File: config.mk
export PLATFORM = sky130hd
export DESIGN_NAME = gcbs_ram
export DESIGN_NICKNAME = d
export VERILOG_FILES = /design/src/rtl/assert_macros.svh /design/src/rtl/gcbs_ram.sv
export SDC_FILE = /design/constraint.sdc
export NUM_CORES = 2
export LEC_CHECK = 0
export BUFFER_PORTS_ARGS = -buffer_cell sky130_fd_sc_hd__buf_2
export CORE_MARGIN = 3
export CORE_UTILIZATION = 25
export CTS_CLUSTER_DIAMETER = 100
export DETAILED_ROUTE_END_ITERATION = 16
export GPL_TIMING_DRIVEN = 0
export PLACE_DENSITY = 0.5
export REMOVE_ABC_BUFFERS = 1
export SLEW_MARGIN = 0
export SYNTH_ARGS = -nofsm -noshare
export SYNTH_HDL_FRONTEND = slang
export SYNTH_SLANG_ARGS = --single-unit
File: constraint.sdc
create_clock -name clk_i -period 4.6 [get_ports clk_i]
set_input_delay 0.23 -clock clk_i [delete_from_list [all_inputs] [get_ports clk_i]]
set_output_delay 0.23 -clock clk_i [all_outputs]
set_load 0.005 [all_outputs]
File: src/rtl/assert_macros.svh
// ----------------------------------------------------------------------------
// Assertion macros
// Concurrent assertion shorthands, clocked on clk_i and disabled in reset.
// ----------------------------------------------------------------------------
`ifndef ASSERT_MACROS_SVH
`define ASSERT_MACROS_SVH
`ifndef NO_ASSERTIONS
`define ASSERT_CHK(name, prop, msg) \
  name: assert property (@(posedge clk_i) disable iff (!rst_ni) (prop)) else $error(msg);
`define ASSERT_NEXT(name, ante, cons, msg) \
  name: assert property (@(posedge clk_i) disable iff (!rst_ni) (ante) |=> (cons)) \
    else $error(msg);
`else
`define ASSERT_CHK(name, prop, msg)
`define ASSERT_NEXT(name, ante, cons, msg)
`endif
`endif

File: src/rtl/gcbs_ram.sv
// ----------------------------------------------------------------------------
// Generic RAM
// One write port, one read port with registered read data.
// ----------------------------------------------------------------------------
module gcbs_ram #(
  parameter int unsigned WIDTH = 32,
  parameter int unsigned DEPTH = 64,
  localparam int unsigned AW   = (DEPTH > 1) ? $clog2(DEPTH) : 1
) (
  input  logic             clk_i,
  input  logic             wr_en_i,
  input  logic [AW-1:0]    wr_addr_i,
  input  logic [WIDTH-1:0] wr_data_i,
  input  logic             rd_en_i,
  input  logic [AW-1:0]    rd_addr_i,
  output logic [WIDTH-1:0] rd_data_o
);

  logic [WIDTH-1:0] mem_q [DEPTH];
  logic [WIDTH-1:0] rd_data_q;

  always_ff @(posedge clk_i) begin
    if (wr_en_i) begin
      mem_q[wr_addr_i] <= wr_data_i;
    end
    if (rd_en_i) begin
      rd_data_q <= mem_q[rd_addr_i];
    end
  end

  assign rd_data_o = rd_data_q;

endmodule

# == Word-level counts from Yosys, hierarchy flattened ==
# Memories as Yosys holds them, arrays and structs flattened. A register that Yosys moved wholly into a read port is not among the register bits.
# Cells that the tools add are included.
# op_classes
mux,2
# ops
op,n
$mux 1,2
# word_totals
reg_bits,0
out_inout_bits,32
wordCells,3
memories,1
ram_bits,2048
# memory_table
name,depth,word_bits,rd,rd_clocked_by_memory_dff,write_ports,line_no,text
mem_q,64,32,1,1,1,gcbs_ram.sv:19,logic [WIDTH-1:0] mem_q [DEPTH];

# == Depth between registers and ports, before layout ==
# logic_depth
word_depth,2
mapped_depth,10

# == Worst setup path after synthesis ==
# Ideal clock, no wire load.
# synth_timing
path_type,input to register
from,input wr_addr_i[3]
to,"memory mem_q[48][0], enable pin"
slack_ps,1210
required_time_ps,4139
stages,4
t_arrival_ps,2929
setup_ps,461
path_cell_list,clkbuf_1 -> nor2b_1 -> nand4b_1 -> nor3_1
# synth_rtl
element,line_no,text
"start, declared",gcbs_ram.sv:12,"input logic [AW-1:0] wr_addr_i,"
"end, declared",gcbs_ram.sv:19,
# Straight into the memory's write port.

==> results.txt <==
----------------------------------------------------
[Logic synthesis]
  Synthesized instance count ... 3324
  Number of synthesized flops with an enable pin ... 2080
  Cell types with the highest counts after synthesis ... 2080 x edfxtp_1, 544 x mux4_2, 137 x nor2_1
  Leading cell type by number of instances after synthesis ... edfxtp_1
  Share of the yosys chip area belonging to registers ... 79.2%
  Top area cells in the synthesized netlist ... edfxtp_1 79%, mux4_2 16%, mux2i_1 1.2%, o22ai_1 0.67%, nor2_1 0.65%
  Commonest register cell after synthesis ... edfxtp_1
  Async set-or-reset flop fraction in the synthesized netlist ... 0%
  Warnings, synthesis ... 0
  Top cell type's share of synthesized area ... 79.2%
  Top cell type by total area after synthesis ... edfxtp_1
  Number of distinct library cell variants in the gate-level netlist after synthesis ... 33
  Total of flip-flops plus latches after synthesis ... 2080
  Netlist Area Pre-Place ... 0.0788 sq mm
  Avg Cell Area, Syn ... 23.7 sq um

[Placed design]
  Detailed placer's ending HPWL ... 128000 microns
  Number of port buffers ... 78
  Routability Congestion ... 0.743

[Setup path]
  Kind of cell adding the most delay to the critical path ... simple AND/OR/NAND/NOR gates
  Top fanout value on the critical path ... 32
  Worst Path Required ... 5030 ps
  Setup crit start kind ... primary input
  Critical Path, Cell by Cell ... buf_2 -> nand2b_1 -> o32ai_1 -> nor3_1
  Class of the most critical setup path ... in2reg
  Setup crit end kind ... register
  Biggest cell delay along the critical path ... 1140 ps
  Cell with the largest stage delay on the worst path ... nor3_1
  Count of buffer and inverter cells on the critical path ... 1
  Critical path data arrival time ... 4030 ps

[Floorplanning]
  Number of rows in the core area ... 205
  Initial Util ... 25.2%
  Area of the die ... 0.322 sq mm
  Die width ... 568 microns
  I/O pin cnt ... 79
  Vertical die dimension ... 568 microns
  Standard cell core area ... 0.313 sq mm

[Layout]
  Fin nets ... 3585
  Share of post-route cells with drive strength above 1 ... 28.9%
  Number of fillers in the final layout ... 30100
  Post-layout utilization of the core ... 29.6%
  P&R area growth vs syn ... 17.6%

[GRT]
  Global route overflow ... 0
  Global-route wire length before repair ... 300000 microns
  Number of global-route vias before repair ... 37200
  Number of antenna violations at the first check in global routing ... 34
  Tot GR Track Use ... 13.1%
  Maximum number of pins on one net before global-route repair ... 95

[Clocking]
  Clock-pin slew on the worst setup and hold paths ... 60 ps
  Clock tree from TritonCTS ... built
  Number of post-CTS setup repair buffers ... 0
  CTS Buf Count ... 203
  CTS root buf ... clkbuf_16
  Insertion delay of the later-clocked pin in the worst-skew pair ... 840 ps
  Clock Path Buffers ... 3
  Clk sinks ... 2080
  Max H-tree Level ... 4

[Timing]
  Maximum clock skew at final layout ... 31.2 ps
  Tightest hold margin ... 156 ps
  Final slew viol count ... 0
  Tightest Pin Transition ... 1400 ps
  RSZ-0062 raised after global routing ... false
  Final critical-path share of the clock period ... 78.2%
  Number of setup violations in the final report ... 0
  Number of hold-slack violations in the final timing report ... 0
  Minimum period implied by the final worst setup slack ... 3600 ps
  Achievable frequency ... 278 MHz
  Headroom to the max-slew limit ... 6.76%

[Pwr]
  Leakage Power ... 0.0278 uW
  PD cells ... 418 mW/mm^2
  Worst IR drop on VDD ... 295 uV
  Final Total Pwr ... 38700 uW

[Detailed routing]
  Routed vias ... 36100
  Detailed-router iteration count before antenna repair ... 6
  Mean number of vias per cell ... 4.60
  Count of unresolved DRC violations after routing ... 0
  Antenna violation net count after detailed routing ... 0
  Routed wire per std cell ... 27.4 microns
  Detailed Route WL ... 215000 microns
  Starting DRT DRC Count ... 3703

[Hold path]
  Worst min-delay path category ... in2reg

[Flow run]
  Number of max-cap violations ... 0

[Status]
  Result of the run ... completed

----------------------------------------------------
final cells by class:
cell class | instances | area, sq um | share of cell area (%)
Sequential cell | 2080 | 62500 | 67.4
Timing Repair Buffer | 191 | 2850 | 3.08
Clock buffer | 260 | 5380 | 5.80
Clock inverter | 108 | 803 | 0.867
Antenna cell | 8 | 20.0 | 0.0216
Multi-Input combinational cell | 1062 | 16000 | 17.2
Tap cell | 4140 | 5180 | 5.59
worst reg2reg max path: stages (launching register included):
cell	delay, ps
edfxtp_1	360
mux4_2	480
mux2i_1	150
nor2_1	100
o32ai_1	930
nor3_1	480
registers in the layout, indices dropped and copies added (netlist names):
register,flops
mem_q,2048
rd_data_o,32
report_power, final:
group | total (uW) | internal, uW | switching [uW] | leakage (uW)
clock network | 15700 | 8640 | 7100 | 0.00301
logic | 1940 | 697 | 1240 | 0.00604
registers | 21100 | 21000 | 35.8 | 0.0187
total | 38700 | 30400 | 8370 | 0.0278
path summary, 6_finish.rpt:
check / cells after the start / end / slack, ps / from
worst max-delay path: 4 / rd_data_o[4] / 1000 / rd_addr_i[4]
worst min-delay path: 3 / mem_q[53][13] / 160 / wr_addr_i[0]
worst max register to register: 5 / rd_data_o[4] / 1700 / mem_q[39][4]
worst min register to register: 5 / rd_data_o[28] / 1150 / mem_q[21][28]
kinds of logic after synthesis:
logic type             after synthesis  share of synthesized area [%]
and+or+nand+nor                    223                           1.26
DFF                               2080                           79.2
AOI/OAI and AO/OA                  202                           1.67
buffers and inverters              182                           1.12
muxes                              637                           16.7
layer usage:
layer	up-vias	part of all wire, %	GRT usage [%]
li1	14800	-	-
met1	20000	41	16.7
met2	1067	51	22.8
met3	285	5.7	2.56
met4	12	2.4	3.44
met5	-	0.039	0
stage by stage:
stage,cell area (sq um),setup TNS (ps),instances,setup WS (ps)
2_1_floorplan,77900,0,3142,1360
3_3_place_gp,83500,-1547840,7360,-17540
3_5_place_dp,86400,0,7470,10.4
4_1_cts,92700,0,7841,913
5_1_grt,92700,0,7843,1020
6_report,92700,0,7849,1000
what timing repair did:
| item | 4_1_cts | 5_1_grt |
|---|---|---|
| hold endpoints to repair | 13 | 0 |
| resized for setup | 0 | 0 |
| hold buffers | 3 | 0 |
cells in the final DEF, fill, tap and decap left out, drive strengths merged:
| cell | netlist | routed |
|---|---|---|
| a21oi | 62 | 62 |
| a22oi | 12 | 12 |
| a311oi | 8 | 8 |
| a31oi | 1 | 1 |
| a41o | 4 | 4 |
| and2 | 2 | 2 |
| and3 | 4 | 4 |
| buf | 108 | 188 |
| bufinv | 0 | 7 |
| clkbuf | 74 | 260 |
| clkinv | 0 | 91 |
| clkinvlp | 0 | 2 |
| diode | 0 | 8 |
| dlygate4sd3 | 0 | 3 |
| edfxtp | 2080 | 2080 |
| inv | 0 | 8 |
| mux2i | 93 | 93 |
| mux4 | 544 | 544 |
| nand2 | 26 | 26 |
| nand2b | 8 | 8 |
| nand3 | 5 | 5 |
| nand3b | 5 | 5 |
| nand4 | 2 | 2 |
| nand4b | 1 | 1 |
| nor2 | 137 | 137 |
| nor2b | 15 | 15 |
| nor3 | 7 | 7 |
| o221ai | 27 | 27 |
| o22ai | 84 | 84 |
| o32ai | 4 | 4 |
| or2 | 3 | 3 |
| or3 | 3 | 3 |
| or3b | 5 | 5 |
Power figures use the tool's default switching activity.
